===== src/wcc_div.sv =====
`timescale 1ns / 1ps
`default_nettype none
// ----------------------------------------------------------------------------
// wcc_div
// pipelined restoring divider, one quotient bit per stage
// ----------------------------------------------------------------------------
module wcc_div #(
  parameter int QBITS = 16,
  parameter int DW    = 64,
  parameter int TW    = 64
) (
  input  wire logic          clk,
  input  wire logic          adv,
  input  wire logic [DW-1:0] num,
  input  wire logic [DW-1:0] den,
  input  wire logic [TW-1:0] tag_in,
  output logic [QBITS-1:0]   quo,
  output logic [TW-1:0]      tag_out
);
  logic [DW:0]      rem [QBITS+1];
  logic [DW-1:0]    dv  [QBITS+1];
  logic [QBITS-1:0] q   [QBITS+1];
  logic [TW-1:0]    tg  [QBITS+1];

  assign rem[0] = {1'b0, num};
  assign dv[0]  = den;
  assign q[0]   = '0;
  assign tg[0]  = tag_in;

  // one quotient bit per register stage
  for (genvar k = 0; k < QBITS; k++) begin : g_stage
    logic [DW+1:0] sh;
    logic [DW+1:0] df;
    assign sh = {rem[k], 1'b0};
    assign df = sh - {2'b00, dv[k]};
    always_ff @(posedge clk) begin
      if (adv) begin
        rem[k+1] <= df[DW+1] ? sh[DW:0] : df[DW:0];
        q[k+1]   <= {q[k][QBITS-2:0], ~df[DW+1]};
        dv[k+1]  <= dv[k];
        tg[k+1]  <= tg[k];
      end
    end
  end

  assign quo     = q[QBITS];
  assign tag_out = tg[QBITS];
endmodule
`default_nettype wire


===== config.mk =====
export PLATFORM = sky130hd
export DESIGN_NAME = wcc_div
export DESIGN_NICKNAME = d
export VERILOG_FILES = /design/src/wcc_div.sv
export SDC_FILE = /design/constraint.sdc
export NUM_CORES = 2
export LEC_CHECK = 0
export BUFFER_PORTS_ARGS = -buffer_cell sky130_fd_sc_hd__buf_2
export CORE_MARGIN = 2
export CORE_UTILIZATION = 35
export DETAILED_ROUTE_END_ITERATION = 8
export PLACE_DENSITY = 0.49
export SYNTH_ARGS = -nofsm -noshare
export SYNTH_HDL_FRONTEND = slang
export SYNTH_SLANG_ARGS = --single-unit

===== constraint.sdc =====
create_clock -name clk -period 7.3 [get_ports clk]
set_input_delay 0 -clock clk [delete_from_list [all_inputs] [get_ports clk]]
set_output_delay 0 -clock clk [all_outputs]
set_load 0.005 [all_outputs]

=== Word-level counts from Yosys, hierarchy flattened ===
Cells that the tools add are included.

* Output and inout port bits: 80
* Register bits: 3095

* Add/sub/neg operators: 16
* Muxes and demuxes: 15
* Bitwise gates (word level): 16

{| class="wikitable"
|+ Operators with widths
! cell !! count
|-
| 66-bit by 64-bit subtractor with 66-bit output || 15
|-
| 65-bit two-way mux || 15
|-
| 65-bit by 64-bit subtractor with 66-bit output || 1
|-
| 1-bit inverter || 16
|}

=== Depth between registers and ports, before layout ===
* Depth after elaboration: 2
* Gate-level depth with buffers: 18
* Gate-level depth less buffers: 15

=== Worst setup path before layout ===
No wires, ideal clock.

* Path type: reg-to-reg
* From: reg dv[192] (netlist bit)
* To: reg rem (netlist bit g_stage[14].sh[63]) (data pin)
* Arrival time: 3.606 ns
* Path slack: 3.434 ns
* Cell stages (with the launch flop): 14
* Path buffers: 0
* Cell sequence: edfxtp_1 > fa_1 > and2b_1 > o31a_2 > o31ai_1 > o31ai_1 > a31oi_1 > o41ai_1 > o21ai_0 > o21ai_0 > a41oi_1 > mux2i_1 > nand4_1 > mux2_2

* Word-level cells in the longest chain between the ends: 2

{| class="wikitable"
|+ Ends and longest elaborated chain
! item !! line !! RTL
|-
| start, declared || 21 || <nowiki>logic [DW-1:0] dv [QBITS+1];</nowiki>
|-
| start signal, assigned by index || 40 || <nowiki>dv[k+1] <= dv[k];</nowiki>
|-
| 66-bit by 64-bit subtractor with 66-bit output || 35 || <nowiki>assign df = sh - {2'b00, dv[k]};</nowiki>
|-
| 65-bit two-way mux || 38 || <nowiki>rem[k+1] <= df[DW+1] ? sh[DW:0] : df[DW:0];</nowiki>
|-
| end signal, assigned by index || 38 ||
|-
| end, declared || 20 || <nowiki>logic [DW:0] rem [QBITS+1];</nowiki>
|}

Every way passes these cells.
A chain may end at the register's enable or synchronous reset.

=== Final worst setup path ===
* From: reg dv[833] (netlist bit)
* To: reg rem (netlist bit g_stage[4].sh[9]) (data pin)

The elaborated chain is that of the path after synthesis.

==> qor.txt <==
gate count of the mapped netlist -> 14,200
vias in the first global route -> 104,000
CTS max path bufs -> 4
top cell type by total area after synthesis -> edfxtp_1
total CTS buffers -> 359
Hold Vio Cnt, Final -> 0
initial DRC count -> 5,644
CTS tree -> built
fin cells -> 21,300
Post-Synthesis Net Count -> 15,400
Seq/Total Area, Yosys -> 0.570
initial core utilization -> 0.351
first-pass GRT wire length -> 561 mm
Worst Skew -> 0.0671 ns
ANT nets after route -> 0
Yosys top cell area share -> 0.570
Main synth FF type -> edfxtp_1
crit-path max FO -> 74
PortBufs -> 273
clk sinks -> 3,095
die area -> 0.471 mm²
Ys Warns -> 0
crit-path cells -> inv_1, ha_1, nor2b_1, o31ai_1, a21oi_1, a211oi_1, nor3_1, o21a_1, o21ai_1, nor3_1, nor4_1, xor2_4, buf_12, buf_4, o21ai_0
maximum vdd drop -> 0.373 mV
CP Class -> flip-flop to flip-flop
FF+latch count, synth -> 3,095
Worst-Margin Slew -> 1.07 ns
crit path capture type -> flip-flop
# setup viols final -> 0
routed wire length -> 351 mm
Tot GR Track Use -> 0.145
Die W -> 687 µm
syn avg cell area -> 11.5 µm²
Worst Setup Start Kind -> flip-flop
clock slew at reported path FFs -> 0.06 ns
Placed Cells -> 20,200
Max-slew headroom -> 0.284
Yosys cell types -> 103
clock root buffer master -> clkbuf_16
layout cells sized above 1 -> 0.0801
Via density -> 4.88
fraction of registers with async set/reset -> 0
pins over their slew limit -> 0
Post-synth EDFFs -> 3,095
GR Overflow Total -> 0
io pins -> 274
CP most frequent cell -> nor3_1
WL/cell -> 16.5 µm
Tcrit/Tclk final -> 0.764
nets@finish -> 16,000
Final GP Congestion -> 0.853
H-tree depth -> 5
initial antenna violation count -> 1
1st-pass router iterations -> 6
drt drc -> 0
Worst path slowest cell -> a211oi_1
Peak Freq -> 179 MHz
synth top area cells -> edfxtp_1 (57%), ha_1 (7.7%), o21ai_0 (3.6%)
die height -> 687 µm
DR vias -> 104,000
status -> complete, no violations
row count -> 250
leakage power -> 74.1 nW
core box area -> 0.464 mm²
Max-cap violations -> 0
HP Class -> input port to flip-flop
Post-Syn Area -> 0.163 mm²
Fin Setup TNS -> 0 ns
post-CTS setup repair buffer count -> 0
unrepaired setup endpoints after global routing -> false
Synth-to-Final Area Change -> 14.6%
post-cts resize count -> 0
detailed placer's ending HPWL -> 259 mm
Period minus WS final -> 5.58 ns
Data required, critical path -> 7.99 ns
clk_lat worst skew -> 0.99 ns
PD cells -> 433 mW/mm²
largest net degree at the start of global routing -> 196
worst path arrival time -> 6.27 ns
worst stage delay on the critical path -> 0.81 ns
[through the flow]
| stage | total power (W) | area (µm²) | setup WS [ns] | hold slack [ns] | util |
|---|---|---|---|---|---|
| 2_1_floorplan | 0.0540 | 163000 | 3.43 | 0.0989 | - |
| 3_3_place_gp | 0.0633 | 171000 | 1.78 | 0.178 | 0.368 |
| 3_5_place_dp | 0.0634 | 171000 | 1.69 | 0.178 | 0.368 |
| 4_1_cts | 0.0819 | 187000 | 1.68 | 0.0547 | 0.403 |
| 5_1_grt | 0.0875 | 187000 | 1.49 | 0.108 | 0.403 |
| 6_report | 0.0810 | 187000 | 1.72 | 0.149 | 0.403 |
[cells in the final DEF, fill, tap and decap left out, types with 215 or more instances in the layout]
cell / instances
mux2_2: 215
clkbuf_16: 360
o21ai_0: 1165
inv_1: 1249
buf_2: 272
nand2_1: 1418
xnor2_1: 504
dlygate4sd3_1: 441
a21o_1: 582
ha_1: 1008
nand4_1: 236
edfxtp_1: 3095
xor2_1: 386
a21oi_1: 1102
nor2_1: 566
[cell usage after synthesis, types with 31 or more instances]
| cell | instances |
|---|---|
| a211oi_1 | 86 |
| inv_1 | 1249 |
| and2_1 | 66 |
| buf_2 | 57 |
| xor2_1 | 389 |
| nor3_1 | 153 |
| and3_1 | 73 |
| a21oi_1 | 1102 |
| nor2_1 | 566 |
| nand3_1 | 182 |
| mux2_1 | 55 |
| or3_1 | 50 |
| o31ai_1 | 80 |
| a221oi_1 | 39 |
| edfxtp_1 | 3095 |
| a31oi_1 | 125 |
| a21boi_0 | 31 |
| ha_1 | 1008 |
| mux2_2 | 215 |
| nand2b_1 | 129 |
| clkbuf_1 | 364 |
| o21bai_1 | 174 |
| nor4_1 | 35 |
| a21o_1 | 582 |
| nor2b_1 | 120 |
| xnor2_1 | 509 |
| o21ai_0 | 1165 |
| nand4_1 | 236 |
| buf_4 | 85 |
| nand2_1 | 1418 |
| o21a_1 | 142 |
| o211ai_1 | 60 |
[layout make-up]
class,count,area (µm²)
Fill cell,44200,277000
Inverter,1251,4700
Antenna cell,1,2.50
Tap cell,6174,7720
Clock buffer,428,9260
Multi-Input combinational cell,9290,63100
Clock inverter,230,2450
Timing Repair Buffer,797,6760
Sequential cell,3095,92900
[repair_timing]
| item | in CTS | in global routing |
|---|---|---|
| setup endpoints to repair | 0 | 0 |
| hold buffers | 441 | 0 |
| hold endpoints to repair | 1070 | 0 |
[layer usage]
metal,GRT usage,up-vias,wire (µm)
met5,0,-,0
met3,0.0192,760,12000
met2,0.237,1817,158000
met4,0.0587,0,15000
met1,0.195,48000,165000
li1,-,53300,-
[path summary, 6_finish.rpt]
kind	cells after the start	end	start	slack (ns)
worst max register to register	15	g_stage[4].sh[9]$_DFFE_PP_	dv[833]$_DFFE_PP_	1.72
worst min-delay path	2	tg[834]$_DFFE_PP_	adv	0.15
worst min register to register	0	tg[577]$_DFFE_PP_	tg[641]$_DFFE_PP_	0.38
worst max-delay path	15	g_stage[4].sh[9]$_DFFE_PP_	dv[833]$_DFFE_PP_	1.72
[flip-flops by register name, indices dropped and copies added, names as in the netlist]
| name | cells |
|---|---|
| dv | 960 |
| g_stage.sh | 975 |
| q | 120 |
| quo | 16 |
| tag_out | 64 |
| tg | 960 |
[power breakdown]
| part | switching, W | leakage (nW) | internal (W) |
|---|---|---|---|
| clock | 0.00741 | 5.59 | 0.0103 |
| combinational | 0.0211 | 38.1 | 0.0145 |
| sequential | 0.00217 | 30.4 | 0.0256 |
| total | 0.0307 | 74.1 | 0.0503 |
[cell families (layout without fill, tap and decap cells)]
kind of cell	count (synthesis)	in the layout	synth area share
flops	3095	3095	0.570
other cells	0	1	0
mux	282	282	0.0194
xor+xnor	902	902	0.0486
compound gates	3950	3950	0.150
buf+inv	1789	2706	0.0441
fa+ha+maj	1023	1023	0.0792
simple gates	3133	3133	0.0883
[worst max-delay path, delay by kind of cell, from the launching register on]
kind                       cells  cell delay [ns]
AOI/OAI and AO/OA              6             2.31
and+or+nand+nor                4             1.03
buffers and inverters          3             0.69
xor gates and xnor gates       1             0.51
DFF                            1             0.39
adders and majority gates      1             0.29
No activity file was read; power rests on OpenSTA's default activity.
